==> src/rtl/csvt_pkg.sv <==
// Shared types and constants for the CSV stream tokenizer.
// Used by the controller, the datapath and the top level. No dependencies.
`default_nettype none

package csvt_pkg;

	// Leading-whitespace buffer of a text line
	localparam int PEND_DEPTH = 16;
	localparam int PEND_AW    = (PEND_DEPTH > 1) ? $clog2(PEND_DEPTH) : 1;
	localparam int PEND_CW    = $clog2(PEND_DEPTH + 1);

	localparam logic [7:0] BYTE_BIN_MARK = 8'hFF;
	localparam logic [7:0] BYTE_COMMA    = 8'h2C;
	localparam logic [7:0] BYTE_LF       = 8'h0A;
	localparam logic [7:0] BYTE_CR       = 8'h0D;
	localparam logic [7:0] BYTE_SPACE    = 8'h20;
	localparam logic [7:0] BYTE_TAB      = 8'h09;
	localparam logic [7:0] BYTE_NUL      = 8'h00;

	localparam logic [1:0] ERR_NONE        = 2'd0;
	localparam logic [1:0] ERR_WS_OVERFLOW = 2'd1;
	localparam logic [1:0] ERR_TRUNCATED   = 2'd2;

	typedef struct packed {
		logic       byte_valid;
		logic [7:0] field_byte;
		logic       field_end;
		logic       line_end;
		logic [1:0] error_code;
	} res_t;

	// Source of the next result loaded into the output register
	typedef enum logic [1:0] {
		SEL_NEW_A,
		SEL_FLUSH,
		SEL_TAIL_A,
		SEL_TAIL_B
	} sel_t;

	typedef struct packed {
		logic accept;
		logic flush_adv;
		logic out_load;
		sel_t out_sel;
		logic out_last;
	} cmd_t;

	typedef struct packed {
		logic       out_free;
		logic       flush_req;
		logic [1:0] tail_n;
		logic       flush_last;
		logic [1:0] tail_n_q;
	} sts_t;

	function automatic res_t mk_res(input logic bv, input logic [7:0] b, input logic fe,
	                                input logic le, input logic [1:0] err);
		res_t r;
		r.byte_valid = bv;
		r.field_byte = b;
		r.field_end  = fe;
		r.line_end   = le;
		r.error_code = err;
		return r;
	endfunction

endpackage

`default_nettype wire

==> src/rtl/csvt_ram.sv <==
// Generic single-write, single-read RAM with registered read data.
// No dependencies.
`default_nettype none

module csvt_ram #(
	parameter int WIDTH = 8,
	parameter int DEPTH = 16,
	localparam int AW = (DEPTH > 1) ? $clog2(DEPTH) : 1
) (
	input  wire logic             clk,
	input  wire logic             we,
	input  wire logic [AW-1:0]    waddr,
	input  wire logic [WIDTH-1:0] wdata,
	input  wire logic [AW-1:0]    raddr,
	output logic      [WIDTH-1:0] rdata
);

	logic [WIDTH-1:0] mem [DEPTH];

	always_ff @(posedge clk) begin
		if (we) begin
			mem[waddr] <= wdata;
		end
		rdata <= mem[raddr];
	end

endmodule

`default_nettype wire

==> src/rtl/csvt_dp.sv <==
// Datapath of the CSV stream tokenizer: mode and binary counters, whitespace
// buffer, per-request result list and output register. Depends on csvt_pkg, csvt_ram.
`default_nettype none

module csvt_dp (
	input  wire logic           clk,
	input  wire logic           arst_n,
	input  wire logic [7:0]     in_byte,
	input  wire logic           end_of_file,
	input  wire logic           out_stall,
	input  wire csvt_pkg::cmd_t cmd,
	output csvt_pkg::sts_t      sts,
	output logic                out_valid,
	output csvt_pkg::res_t      out_res,
	output logic                out_last
);
	import csvt_pkg::*;

	typedef enum logic [2:0] {
		PH_HEADER = 3'd0,
		PH_LINES  = 3'd1,
		PH_UNITS  = 3'd2,
		PH_LENGTH = 3'd3,
		PH_DATA   = 3'd4,
		PH_DONE   = 3'd5
	} phase_t;

	// File state
	logic               start_q, start_d;
	logic               bin_q, bin_d;
	logic               nonblank_q, nonblank_d;
	logic [PEND_CW-1:0] pend_cnt_q, pend_cnt_d;
	phase_t             phase_q, phase_d;
	logic [1:0]         cidx_q, cidx_d;
	logic [31:0]        shift_q, shift_d;
	logic [31:0]        lines_q, lines_d;
	logic [31:0]        units_q, units_d;
	logic [31:0]        bytes_q, bytes_d;

	// Result list of the accepted request
	logic [PEND_CW-1:0] flush_n_q;
	logic [PEND_CW-1:0] idx_q;
	logic               comma_q;
	logic [1:0]         tail_n_q;
	res_t               tail_a_q, tail_b_q;

	logic               out_valid_q;
	res_t               out_res_q;
	logic               out_last_q;

	logic               wr_en;
	logic               flush_req;
	logic               e0_v, e1_v;
	res_t               e0, e1;
	res_t               new_a;
	logic [1:0]         tail_n;
	logic [31:0]        shift_nx;
	logic               last_unit, more_lines, bin_now, text_act, bin_act;
	logic               is_nl, is_ws, is_comma;
	logic [31:0]        lines_dec;
	logic [31:0]        close_units;
	logic [31:0]        close_lines;
	phase_t             close_phase;
	logic [PEND_CW-1:0] idx_nx;
	logic [PEND_AW-1:0] raddr;
	logic [7:0]         rdata;
	logic               flush_last;
	res_t               load_res;

	csvt_ram #(
		.WIDTH(8),
		.DEPTH(PEND_DEPTH)
	) u_pend_ram (
		.clk  (clk),
		.we   (wr_en),
		.waddr(pend_cnt_q[PEND_AW-1:0]),
		.wdata(in_byte),
		.raddr(raddr),
		.rdata(rdata)
	);

	assign is_nl    = (in_byte == BYTE_LF) || (in_byte == BYTE_CR);
	assign is_ws    = (in_byte == BYTE_SPACE) || (in_byte == BYTE_TAB) || (in_byte == BYTE_NUL);
	assign is_comma = (in_byte == BYTE_COMMA);

	assign last_unit   = ~|units_q[31:1];
	assign more_lines  = |lines_q[31:1];
	assign lines_dec   = (lines_q == 32'd0) ? 32'd0 : lines_q - 32'd1;
	assign close_units = last_unit ? 32'd0 : units_q - 32'd1;
	assign close_lines = last_unit ? lines_dec : lines_q;
	assign close_phase = last_unit ? (more_lines ? PH_UNITS : PH_DONE) : PH_LENGTH;

	assign bin_now  = start_q ? (in_byte == BYTE_BIN_MARK) : bin_q;
	assign text_act = start_q ? (in_byte != BYTE_BIN_MARK) : !bin_q;
	assign bin_act  = !start_q && bin_q;

	// Merge the current byte into the count being assembled
	always_comb begin
		shift_nx = shift_q;
		case (cidx_q)
			2'd0:    shift_nx[7:0]   = shift_q[7:0] | in_byte;
			2'd1:    shift_nx[15:8]  = shift_q[15:8] | in_byte;
			2'd2:    shift_nx[23:16] = shift_q[23:16] | in_byte;
			default: shift_nx[31:24] = shift_q[31:24] | in_byte;
		endcase
	end

	// Next state and up to two trailing results of the offered byte
	always_comb begin
		start_d    = start_q;
		bin_d      = bin_q;
		nonblank_d = nonblank_q;
		pend_cnt_d = pend_cnt_q;
		phase_d    = phase_q;
		cidx_d     = cidx_q;
		shift_d    = shift_q;
		lines_d    = lines_q;
		units_d    = units_q;
		bytes_d    = bytes_q;
		wr_en      = 1'b0;
		flush_req  = 1'b0;
		e0_v       = 1'b0;
		e1_v       = 1'b0;
		e0         = mk_res(1'b0, 8'd0, 1'b0, 1'b0, ERR_NONE);
		e1         = mk_res(1'b0, 8'd0, 1'b0, 1'b0, ERR_NONE);

		if (start_q) begin
			start_d = 1'b0;
			bin_d   = (in_byte == BYTE_BIN_MARK);
			if (in_byte == BYTE_BIN_MARK) begin
				phase_d = PH_HEADER;
				cidx_d  = 2'd1;
			end
		end

		if (text_act) begin
			if (is_nl) begin
				e0_v       = nonblank_q;
				e0         = mk_res(1'b0, 8'd0, 1'b1, 1'b1, ERR_NONE);
				nonblank_d = 1'b0;
				pend_cnt_d = '0;
			end else if (!nonblank_q && is_ws) begin
				if (pend_cnt_q < PEND_CW'(PEND_DEPTH)) begin
					wr_en      = 1'b1;
					pend_cnt_d = pend_cnt_q + PEND_CW'(1);
				end else begin
					e0_v = 1'b1;
					e0   = mk_res(1'b0, 8'd0, 1'b0, 1'b0, ERR_WS_OVERFLOW);
				end
			end else begin
				flush_req  = !nonblank_q && (pend_cnt_q != '0);
				nonblank_d = 1'b1;
				pend_cnt_d = '0;
				if (is_comma) begin
					e0_v = nonblank_q || (pend_cnt_q == '0);
					e0   = mk_res(1'b0, 8'd0, 1'b1, 1'b0, ERR_NONE);
					e1_v = end_of_file;
					e1   = mk_res(1'b0, 8'd0, 1'b1, 1'b1, ERR_NONE);
				end else begin
					e0_v = 1'b1;
					e0   = mk_res(1'b1, in_byte, end_of_file, end_of_file, ERR_NONE);
				end
			end
		end

		if (bin_act) begin
			case (phase_q)
				PH_HEADER: begin
					if (cidx_q == 2'd3) begin
						cidx_d  = 2'd0;
						shift_d = 32'd0;
						phase_d = PH_LINES;
					end else begin
						cidx_d = cidx_q + 2'd1;
					end
				end
				PH_DATA: begin
					bytes_d = (bytes_q == 32'd0) ? 32'd0 : bytes_q - 32'd1;
					e0_v    = 1'b1;
					e0      = mk_res(1'b1, in_byte, 1'b0, 1'b0, ERR_NONE);
					if (~|bytes_q[31:1]) begin
						e0.field_end = 1'b1;
						e0.line_end  = last_unit;
						units_d      = close_units;
						lines_d      = close_lines;
						phase_d      = close_phase;
					end
				end
				PH_LINES, PH_UNITS, PH_LENGTH: begin
					if (cidx_q != 2'd3) begin
						shift_d = shift_nx;
						cidx_d  = cidx_q + 2'd1;
					end else begin
						cidx_d  = 2'd0;
						shift_d = 32'd0;
						case (phase_q)
							PH_LINES: begin
								lines_d = shift_nx;
								phase_d = (shift_nx != 32'd0) ? PH_UNITS : PH_DONE;
							end
							PH_UNITS: begin
								units_d = shift_nx;
								if (shift_nx == 32'd0) begin
									e0_v    = 1'b1;
									e0      = mk_res(1'b0, 8'd0, 1'b0, 1'b1, ERR_NONE);
									lines_d = lines_dec;
									phase_d = more_lines ? PH_UNITS : PH_DONE;
								end else begin
									phase_d = PH_LENGTH;
								end
							end
							default: begin
								bytes_d = shift_nx;
								if (shift_nx == 32'd0) begin
									e0_v    = 1'b1;
									e0      = mk_res(1'b0, 8'd0, 1'b1, last_unit, ERR_NONE);
									units_d = close_units;
									lines_d = close_lines;
									phase_d = close_phase;
								end else begin
									phase_d = PH_DATA;
								end
							end
						endcase
					end
				end
				default: begin
				end
			endcase
		end

		// End of file: flag an unfinished binary file, then start over
		if (end_of_file) begin
			if (bin_now && (phase_d != PH_DONE)) begin
				e1_v = 1'b1;
				e1   = mk_res(1'b0, 8'd0, 1'b0, 1'b0, ERR_TRUNCATED);
			end
			start_d    = 1'b1;
			bin_d      = 1'b0;
			nonblank_d = 1'b0;
			pend_cnt_d = '0;
			phase_d    = PH_HEADER;
			cidx_d     = 2'd0;
			shift_d    = 32'd0;
			lines_d    = 32'd0;
			units_d    = 32'd0;
			bytes_d    = 32'd0;
		end
	end

	// Pack the trailing results to the front of the list
	assign new_a  = e0_v ? e0 : e1;
	assign tail_n = {1'b0, e0_v} + {1'b0, e1_v};

	assign flush_last = ((idx_q + PEND_CW'(1)) == flush_n_q);
	assign idx_nx     = cmd.accept ? '0 : (cmd.flush_adv ? idx_q + PEND_CW'(1) : idx_q);
	assign raddr      = idx_nx[PEND_AW-1:0];

	always_ff @(posedge clk or negedge arst_n) begin
		if (!arst_n) begin
			start_q    <= 1'b1;
			bin_q      <= 1'b0;
			nonblank_q <= 1'b0;
			pend_cnt_q <= '0;
			phase_q    <= PH_HEADER;
			cidx_q     <= 2'd0;
			shift_q    <= 32'd0;
			lines_q    <= 32'd0;
			units_q    <= 32'd0;
			bytes_q    <= 32'd0;
			tail_n_q   <= 2'd0;
			flush_n_q  <= '0;
			idx_q      <= '0;
			out_valid_q <= 1'b0;
		end else begin
			if (cmd.accept) begin
				start_q    <= start_d;
				bin_q      <= bin_d;
				nonblank_q <= nonblank_d;
				pend_cnt_q <= pend_cnt_d;
				phase_q    <= phase_d;
				cidx_q     <= cidx_d;
				shift_q    <= shift_d;
				lines_q    <= lines_d;
				units_q    <= units_d;
				bytes_q    <= bytes_d;
				tail_n_q   <= tail_n;
				flush_n_q  <= pend_cnt_q;
			end
			idx_q <= idx_nx;
			if (cmd.out_load) begin
				out_valid_q <= 1'b1;
			end else if (!out_stall) begin
				out_valid_q <= 1'b0;
			end
		end
	end

	always_comb begin
		case (cmd.out_sel)
			SEL_NEW_A:  load_res = new_a;
			SEL_FLUSH:  load_res = mk_res(1'b1, rdata, comma_q && flush_last, 1'b0, ERR_NONE);
			SEL_TAIL_A: load_res = tail_a_q;
			SEL_TAIL_B: load_res = tail_b_q;
			default:    load_res = tail_b_q;
		endcase
	end

	// Payload registers
	always_ff @(posedge clk) begin
		if (cmd.accept) begin
			comma_q  <= is_comma;
			tail_a_q <= new_a;
			tail_b_q <= e1;
		end
		if (cmd.out_load) begin
			out_res_q  <= load_res;
			out_last_q <= cmd.out_last;
		end
	end

	assign sts.out_free   = !out_valid_q || !out_stall;
	assign sts.flush_req  = flush_req;
	assign sts.tail_n     = tail_n;
	assign sts.flush_last = flush_last;
	assign sts.tail_n_q   = tail_n_q;

	assign out_valid = out_valid_q;
	assign out_res   = out_res_q;
	assign out_last  = out_last_q;

endmodule

`default_nettype wire

==> src/rtl/csvt_ctrl.sv <==
// Controller of the CSV stream tokenizer: sequences held-whitespace flush and
// trailing results of each request. Depends on csvt_pkg.
`default_nettype none

module csvt_ctrl (
	input  wire logic           clk,
	input  wire logic           arst_n,
	input  wire logic           in_valid,
	output logic                in_stall,
	input  wire csvt_pkg::sts_t sts,
	output csvt_pkg::cmd_t      cmd
);
	import csvt_pkg::*;

	typedef enum logic [1:0] {
		ST_IDLE,
		ST_FLUSH,
		ST_TAIL0,
		ST_TAIL1
	} state_t;

	state_t state_q, state_d;

	assign in_stall = !((state_q == ST_IDLE) && sts.out_free);

	always_comb begin
		state_d       = state_q;
		cmd.accept    = 1'b0;
		cmd.flush_adv = 1'b0;
		cmd.out_load  = 1'b0;
		cmd.out_sel   = SEL_NEW_A;
		cmd.out_last  = 1'b0;
		case (state_q)
			ST_IDLE: begin
				if (in_valid && sts.out_free) begin
					cmd.accept = 1'b1;
					if (sts.flush_req) begin
						state_d = ST_FLUSH;
					end else if (sts.tail_n != 2'd0) begin
						// first result goes straight to the output register
						cmd.out_load = 1'b1;
						cmd.out_last = (sts.tail_n == 2'd1);
						state_d      = (sts.tail_n == 2'd2) ? ST_TAIL1 : ST_IDLE;
					end
				end
			end
			ST_FLUSH: begin
				if (sts.out_free) begin
					cmd.out_load  = 1'b1;
					cmd.out_sel   = SEL_FLUSH;
					cmd.flush_adv = 1'b1;
					cmd.out_last  = sts.flush_last && (sts.tail_n_q == 2'd0);
					if (sts.flush_last) begin
						state_d = (sts.tail_n_q != 2'd0) ? ST_TAIL0 : ST_IDLE;
					end
				end
			end
			ST_TAIL0: begin
				if (sts.out_free) begin
					cmd.out_load = 1'b1;
					cmd.out_sel  = SEL_TAIL_A;
					cmd.out_last = (sts.tail_n_q == 2'd1);
					state_d      = (sts.tail_n_q == 2'd2) ? ST_TAIL1 : ST_IDLE;
				end
			end
			ST_TAIL1: begin
				if (sts.out_free) begin
					cmd.out_load = 1'b1;
					cmd.out_sel  = SEL_TAIL_B;
					cmd.out_last = 1'b1;
					state_d      = ST_IDLE;
				end
			end
			default: begin
				state_d = ST_IDLE;
			end
		endcase
	end

	always_ff @(posedge clk or negedge arst_n) begin
		if (!arst_n) begin
			state_q <= ST_IDLE;
		end else begin
			state_q <= state_d;
		end
	end

endmodule

`default_nettype wire

==> src/rtl/csv_stream_tokenizer.sv <==
// Top level of the CSV stream tokenizer: joins controller and datapath.
// Depends on csvt_pkg, csvt_ctrl, csvt_dp.
`default_nettype none

// Takes a file one byte per request, end_of_file set on its last byte, and
// returns field bytes and markers with field_end, line_end and error flags;
// last_of_run marks the final result of each input byte. A leading 0xFF selects
// the length-prefixed binary form, anything else is CSV text in which blank
// lines are dropped. A byte giving at most one result is taken one per cycle
// while the output is free; one giving two stalls the input for its second, and
// one proving a text line non-blank after held whitespace stalls it while the
// buffer is read one entry per free output cycle and its trailing results load.
// The buffer holds PEND_DEPTH bytes and needs no clearing after reset; a further
// whitespace byte is dropped with an overflow error result. Results sit in a
// single output register; a byte is taken only while that register is empty or
// its result leaves in the same cycle, so a stalled result holds off the input.

module csv_stream_tokenizer (
	input  wire logic       clk,
	input  wire logic       arst_n,
	input  wire logic       in_valid,
	output logic            in_stall,
	input  wire logic [7:0] in_byte,
	input  wire logic       end_of_file,
	output logic            out_valid,
	input  wire logic       out_stall,
	output logic            byte_valid,
	output logic [7:0]      field_byte,
	output logic            field_end,
	output logic            line_end,
	output logic [1:0]      error_code,
	output logic            last_of_run
);
	import csvt_pkg::*;

	cmd_t cmd;
	sts_t sts;
	res_t out_res;

	csvt_ctrl u_ctrl (
		.clk     (clk),
		.arst_n  (arst_n),
		.in_valid(in_valid),
		.in_stall(in_stall),
		.sts     (sts),
		.cmd     (cmd)
	);

	csvt_dp u_dp (
		.clk        (clk),
		.arst_n     (arst_n),
		.in_byte    (in_byte),
		.end_of_file(end_of_file),
		.out_stall  (out_stall),
		.cmd        (cmd),
		.sts        (sts),
		.out_valid  (out_valid),
		.out_res    (out_res),
		.out_last   (last_of_run)
	);

	assign byte_valid = out_res.byte_valid;
	assign field_byte = out_res.field_byte;
	assign field_end  = out_res.field_end;
	assign line_end   = out_res.line_end;
	assign error_code = out_res.error_code;

endmodule

`default_nettype wire
==> config.mk <==
export PLATFORM = sky130hd
export DESIGN_NAME = csv_stream_tokenizer
export DESIGN_NICKNAME = d
export VERILOG_FILES = /design/src/rtl/csvt_pkg.sv /design/src/rtl/csvt_ram.sv /design/src/rtl/csvt_dp.sv /design/src/rtl/csvt_ctrl.sv /design/src/rtl/csv_stream_tokenizer.sv
export SDC_FILE = /design/constraint.sdc
export NUM_CORES = 1
export LEC_CHECK = 0
export BUFFER_PORTS_ARGS = -buffer_cell sky130_fd_sc_hd__buf_4
export CORE_MARGIN = 3
export CORE_UTILIZATION = 30
export CTS_BUF_LIST = sky130_fd_sc_hd__clkbuf_2 sky130_fd_sc_hd__clkbuf_4 sky130_fd_sc_hd__clkbuf_8
export DETAILED_ROUTE_END_ITERATION = 8
export GPL_TIMING_DRIVEN = 1
export SETUP_SLACK_MARGIN = 0.3
export SLEW_MARGIN = 10
export SYNTH_ARGS = -nofsm -noshare
export SYNTH_HDL_FRONTEND = slang
export SYNTH_SLANG_ARGS = --single-unit
==> constraint.sdc <==
create_clock -name clk -period 4.7 [get_ports clk]
set_input_delay 0.47 -clock clk [delete_from_list [all_inputs] [get_ports clk]]
set_output_delay 0.47 -clock clk [all_outputs]
set_load 0.01 [all_outputs]
==> results_tabular.tex <==
\begin{tabular}{lr}
\hline
Metric & Value \\
\hline
\multicolumn{2}{l}{\textbf{Run status}} \\
\quad Run status & completed \\
\multicolumn{2}{l}{\textbf{Critical path}} \\
\quad Setup crit start kind & flip-flop \\
\quad Required time reported for the critical path endpoint & 5.10 ns \\
\quad Critical path capture point type & flip-flop \\
\quad Sum of buffers and inverters on the critical path & 1 \\
\quad Data arrival at the endpoint of the critical path & 4.51 ns \\
\quad Crit path max fanout & 12 \\
\quad Longest individual stage delay on the worst path & 0.65 ns \\
\quad Sequence of cells on the critical path & nor4\_2 -> nand4b\_1 -> or4\_1 -> nor4\_1 -> a31oi\_1 -> a2111oi\_4 -> nor2\_1 -> o21ai\_1 -> ha\_1 -> nand3b\_1 -> a21oi\_1 -> buf\_4 \\
\quad Worst setup path category & reg2reg \\
\quad Slowest stage cell on the critical path & sky130\_fd\_sc\_hd\_\_or4\_1 \\
\quad Family with the most delay on the worst path & simple AND/OR/NAND/NOR gates \\
\multicolumn{2}{l}{\textbf{Logic synthesis}} \\
\quad Compound-gate portion of the synthesized area & 0.216 \\
\quad Synth top area share & 0.274 \\
\quad Async set-reset flop share out of synthesis & 0.484 \\
\quad Count of mapped cells out of synthesis & 1840 \\
\quad Most used flip-flop cell after synthesis & sky130\_fd\_sc\_hd\_\_edfxtp\_1 \\
\quad Share of synthesized area spent on multiplexers & 0.00289 \\
\quad Syn nets & 1870 \\
\quad Ranking of synthesized cells by area & sky130\_fd\_sc\_hd\_\_edfxtp\_1 (27\%), sky130\_fd\_sc\_hd\_\_dfrtp\_1 (22\%), sky130\_fd\_sc\_hd\_\_nand2\_1 (6.2\%), sky130\_fd\_sc\_hd\_\_o31ai\_1 (3.4\%), sky130\_fd\_sc\_hd\_\_a21oi\_1 (3.3\%) \\
\quad Number of synthesized register bits & 322 \\
\quad Sequential-to-total area share from yosys stat & 0.508 \\
\quad Average cell area after synthesis & 9.42 um\^{}2 \\
\quad Cell accounting for the most synthesized area & sky130\_fd\_sc\_hd\_\_edfxtp\_1 \\
\quad Adder-cell share of the synthesized area & 0.0123 \\
\quad Xor/xnor share of the synthesized area & 0.0248 \\
\quad Post-synth cell types & 77 \\
\quad Fraction of the mapped netlist area in simple logic gates & 0.198 \\
\quad Count of flip-flops with a built-in enable after synthesis & 158 \\
\quad Synthesis Warnings & 0 \\
\quad Post-Syn Area & 17300 um\^{}2 \\
\quad Largest family of logic cells by synthesized area & compound AO/OA/AOI/OAI gates \\
\multicolumn{2}{l}{\textbf{Drt}} \\
\quad Number of DRC violations after detailed routing & 0 \\
\quad Pre-antenna DRT Iters & 7 \\
\quad WL/cell & 20.6 um \\
\quad DRC marker count from the first detailed-route iteration & 1429 \\
\quad Number of nets with antenna violations after detailed routing & 0 \\
\quad Via count of the routed design & 15145 \\
\quad Vias per inst & 5.72 \\
\quad Routed wire length & 54600 um \\
\multicolumn{2}{l}{\textbf{Job}} \\
\quad Number of maximum-capacitance violations & 0 \\
\multicolumn{2}{l}{\textbf{Power}} \\
\quad Cell leakage power & 7.55 nW \\
\quad Relative contribution of combinational cells to total power & 0.401 \\
\quad Clock group share of total power & 0.255 \\
\quad Internal power consumption & 6.43 mW \\
\quad Switching pwr & 4.43 mW \\
\quad VDD IR max & 0.000257 V \\
\quad Fraction of power spent switching nets & 0.408 \\
\quad Pwr dens & 551 nW/um\^{}2 \\
\quad Power share of the sequential group & 0.344 \\
\multicolumn{2}{l}{\textbf{Die}} \\
\quad Area enclosed by the die boundary & 60700 um\^{}2 \\
\quad DIE WIDTH & 246 um \\
\quad Initial Util & 0.305 \\
\quad I/O Pins & 29 \\
\quad Height of the die & 246 um \\
\quad Number of standard-cell rows in the floorplan & 87 \\
\quad Core area & 56800 um\^{}2 \\
\multicolumn{2}{l}{\textbf{Finish}} \\
\quad Post-layout instance area & 19700 um\^{}2 \\
\quad Area added between synthesis and finish & 13.6\% \\
\quad Number of nets in the final layout & 1880 \\
\quad Final cell count without fillers & 2648 \\
\quad Filler instances & 5767 \\
\quad Proportion of layout cells with a drive suffix above 1 & 0.105 \\
\multicolumn{2}{l}{\textbf{STA}} \\
\quad Transition time of the tightest slew-check pin & 1.23 ns \\
\quad Setup violations, final & 0 \\
\quad Number of slew-limit violations in the final report & 0 \\
\quad Worst setup skew after layout & 0.0367 ns \\
\quad Highest Clock Rate & 244 MHz \\
\quad RSZ-0062 raised after global routing & no \\
\quad Minimum clock period after layout & 4.11 ns \\
\quad Hold Fails Final Rpt & 0 \\
\quad Final setup TNS & 0 ns \\
\quad Worst-case headroom to the max-slew limit & 0.180 \\
\quad Period utilization & 0.874 \\
\multicolumn{2}{l}{\textbf{Placement}} \\
\quad Buffers added on ports & 28 \\
\quad Total half-perimeter wirelength after legalization and detailed placement & 35400 um \\
\quad Instance area at placement & 18500 um\^{}2 \\
\quad Number of cells after detailed placement & 2549 \\
\quad Global placer's final weighted congestion & 0.912 \\
\multicolumn{2}{l}{\textbf{Clock tree}} \\
\quad Num CTS Buffers & 52 \\
\quad TritonCTS clock tree & yes \\
\quad CTS H-tree depth & 2 \\
\quad Worst-path clk slew & 0.06 ns \\
\quad Root buffer selected by CTS & sky130\_fd\_sc\_hd\_\_clkbuf\_8 \\
\quad Clock insertion delay at the later pin of the skew report & 0.66 ns \\
\quad TritonCTS sink count & 322 \\
\quad Deepest clock path buffer count & 3 \\
\multicolumn{2}{l}{\textbf{Global route}} \\
\quad Antenna violations before repair & 1 \\
\quad Pin count of the biggest net entering global routing & 76 \\
\quad Overall overflow remaining after global route & 0 \\
\quad Vias in the first global route & 14462 \\
\quad Wire length of the first global-routing pass & 84800 um \\
\quad GR Util All Layers & 0.177 \\
\multicolumn{2}{l}{\textbf{Hold path}} \\
\quad Class of the tightest hold or removal check & in2reg \\
\hline
\end{tabular}
==> through the flow <==
| stage | utilization | hold slack (ns) | total power, mW | setup slack [ns] |
|---|---|---|---|---|
| CTS | 0.346 | 0.118 | 10.8 | 0.340 |
| detailed placement | 0.325 | 0.478 | 8.02 | 0.363 |
| global route | 0.347 | 0.130 | 11.5 | 0.318 |
| finish | 0.347 | 0.158 | 10.9 | 0.593 |
| floorplan | - | 0.174 | 6.64 | 0.626 |
| global placement | 0.325 | 0.466 | 7.97 | 0.422 |
==> layout make-up <==
class / count / area, um^2 / area share
sequential: 322 / 8810 / 0.447
timing repair buffer: 87 / 672 / 0.0341
inverter: 38 / 143 / 0.00724
tap: 756 / 946 / 0.0480
antenna: 1 / 2.50 / 0.000127
multi-input combinational: 1349 / 7950 / 0.404
clock buffer: 65 / 832 / 0.0422
clock inverter: 30 / 342 / 0.0173
==> sequential cells by signal, summed over array words and instances (netlist names), 3 cells and up <==
| register | count |
|---|---|
| u_dp.lines_q | 32 |
| u_dp.bytes_q | 32 |
| u_dp.flush_n_q | 5 |
| u_dp.pend_cnt_q | 5 |
| u_dp.units_q | 32 |
| u_dp.out_res | 13 |
| u_dp.idx_q | 5 |
| u_dp.phase_q | 3 |
| u_dp.shift_q | 32 |
| u_dp.u_pend_ram.rdata | 8 |
| u_dp.u_pend_ram.mem | 128 |
| u_dp.tail_a_q | 13 |
==> placed cells by master (no fill, tap or decap), types with 41 or more instances in the layout <==
cell                       count
sky130_fd_sc_hd__buf_4        84
sky130_fd_sc_hd__nor2_1      117
sky130_fd_sc_hd__nand2_1     288
sky130_fd_sc_hd__nor3_1       50
sky130_fd_sc_hd__clkbuf_8     55
sky130_fd_sc_hd__a21oi_1     115
sky130_fd_sc_hd__edfxtp_1    158
sky130_fd_sc_hd__o31ai_1      78
sky130_fd_sc_hd__o21ai_0      94
sky130_fd_sc_hd__nand3_1      59
sky130_fd_sc_hd__dfrtp_1     155
sky130_fd_sc_hd__o22ai_1      41
==> worst min-delay path, delay by kind of cell <==
family,cells,cell delay (ns)
AND/OR/NAND/NOR,2,0.19
buffers and inverters,1,0.10
==> cells by family after synthesis <==
kind of cell / Yosys count
AO/OA/AOI/OAI: 564
XOR/XNOR: 49
adder cells (fa/ha/maj): 17
buffers and inverters: 169
flip-flops: 322
multiplexers: 5
AND/OR/NAND/NOR: 714
==> path summary, 6_finish.rpt <==
check                      cells past startpoint                          from                      endpoint  slack (ns)
hold reg to reg                                2  u_dp.shift_q[22]$_DFFE_PN0P_  u_dp.shift_q[22]$_DFFE_PN0P_        0.49
setup reg to reg                              12  u_dp.lines_q[14]$_DFFE_PN0P_     u_dp.out_res[7]$_DFFE_PP_        0.59
setup / recovery                              12  u_dp.lines_q[14]$_DFFE_PN0P_     u_dp.out_res[7]$_DFFE_PP_        0.59
min in group asynchronous                      2                        arst_n   u_dp.lines_q[6]$_DFFE_PN0P_        0.44
max in group asynchronous                      3                        arst_n  u_dp.shift_q[29]$_DFFE_PN0P_        3.16
hold / removal                                 3                      in_valid    u_dp.out_valid$_DFFE_PN0P_        0.16
==> synthesized netlist by cell type, types with 20 or more instances <==
cell type	count
sky130_fd_sc_hd__o22ai_1	41
sky130_fd_sc_hd__nand2_1	288
sky130_fd_sc_hd__nor4_1	34
sky130_fd_sc_hd__o21ai_0	95
sky130_fd_sc_hd__and3_1	30
sky130_fd_sc_hd__inv_1	37
sky130_fd_sc_hd__o31ai_1	78
sky130_fd_sc_hd__a31oi_1	32
sky130_fd_sc_hd__nor3_1	52
sky130_fd_sc_hd__o21ai_1	37
sky130_fd_sc_hd__or3_1	24
sky130_fd_sc_hd__nor2_1	117
sky130_fd_sc_hd__nand3_1	59
sky130_fd_sc_hd__xnor2_1	29
sky130_fd_sc_hd__and2_1	22
sky130_fd_sc_hd__xor2_1	20
sky130_fd_sc_hd__dfrtp_1	155
sky130_fd_sc_hd__edfxtp_1	158
sky130_fd_sc_hd__a22o_1	36
sky130_fd_sc_hd__a21oi_1	116
sky130_fd_sc_hd__a311oi_1	27
sky130_fd_sc_hd__clkbuf_1	122
==> power groups by stage <==
| stage | clock network (mW) | logic, mW | registers (mW) |
|---|---|---|---|
| 2_1_floorplan | 0 | 2.96 | 3.67 |
| 5_1_grt | 2.95 | 4.77 | 3.79 |
| 3_5_place_dp | 0 | 4.25 | 3.78 |
| 3_3_place_gp | 0 | 4.21 | 3.76 |
| 6_report | 2.76 | 4.36 | 3.73 |
| 4_1_cts | 2.83 | 4.27 | 3.72 |
==> repair_timing <==
action                     in CTS  in global routing
setup buffers                   0                  2
setup endpoints to repair       0                 17
hold buffers                    1                  0
resized for setup               0                  5
hold endpoints to repair       73                  0
==> routing by layer <==
layer	up-vias	part of all wire	GRT usage	wire length, um
met5	-	0	0	0
met4	0	0.046	0.0829	2510
met3	136	0.072	0.0324	3950
met2	625	0.46	0.277	25000
met1	7445	0.42	0.238	23200
li1	6939	-	-	-
(Power assumes the default switching activity.)
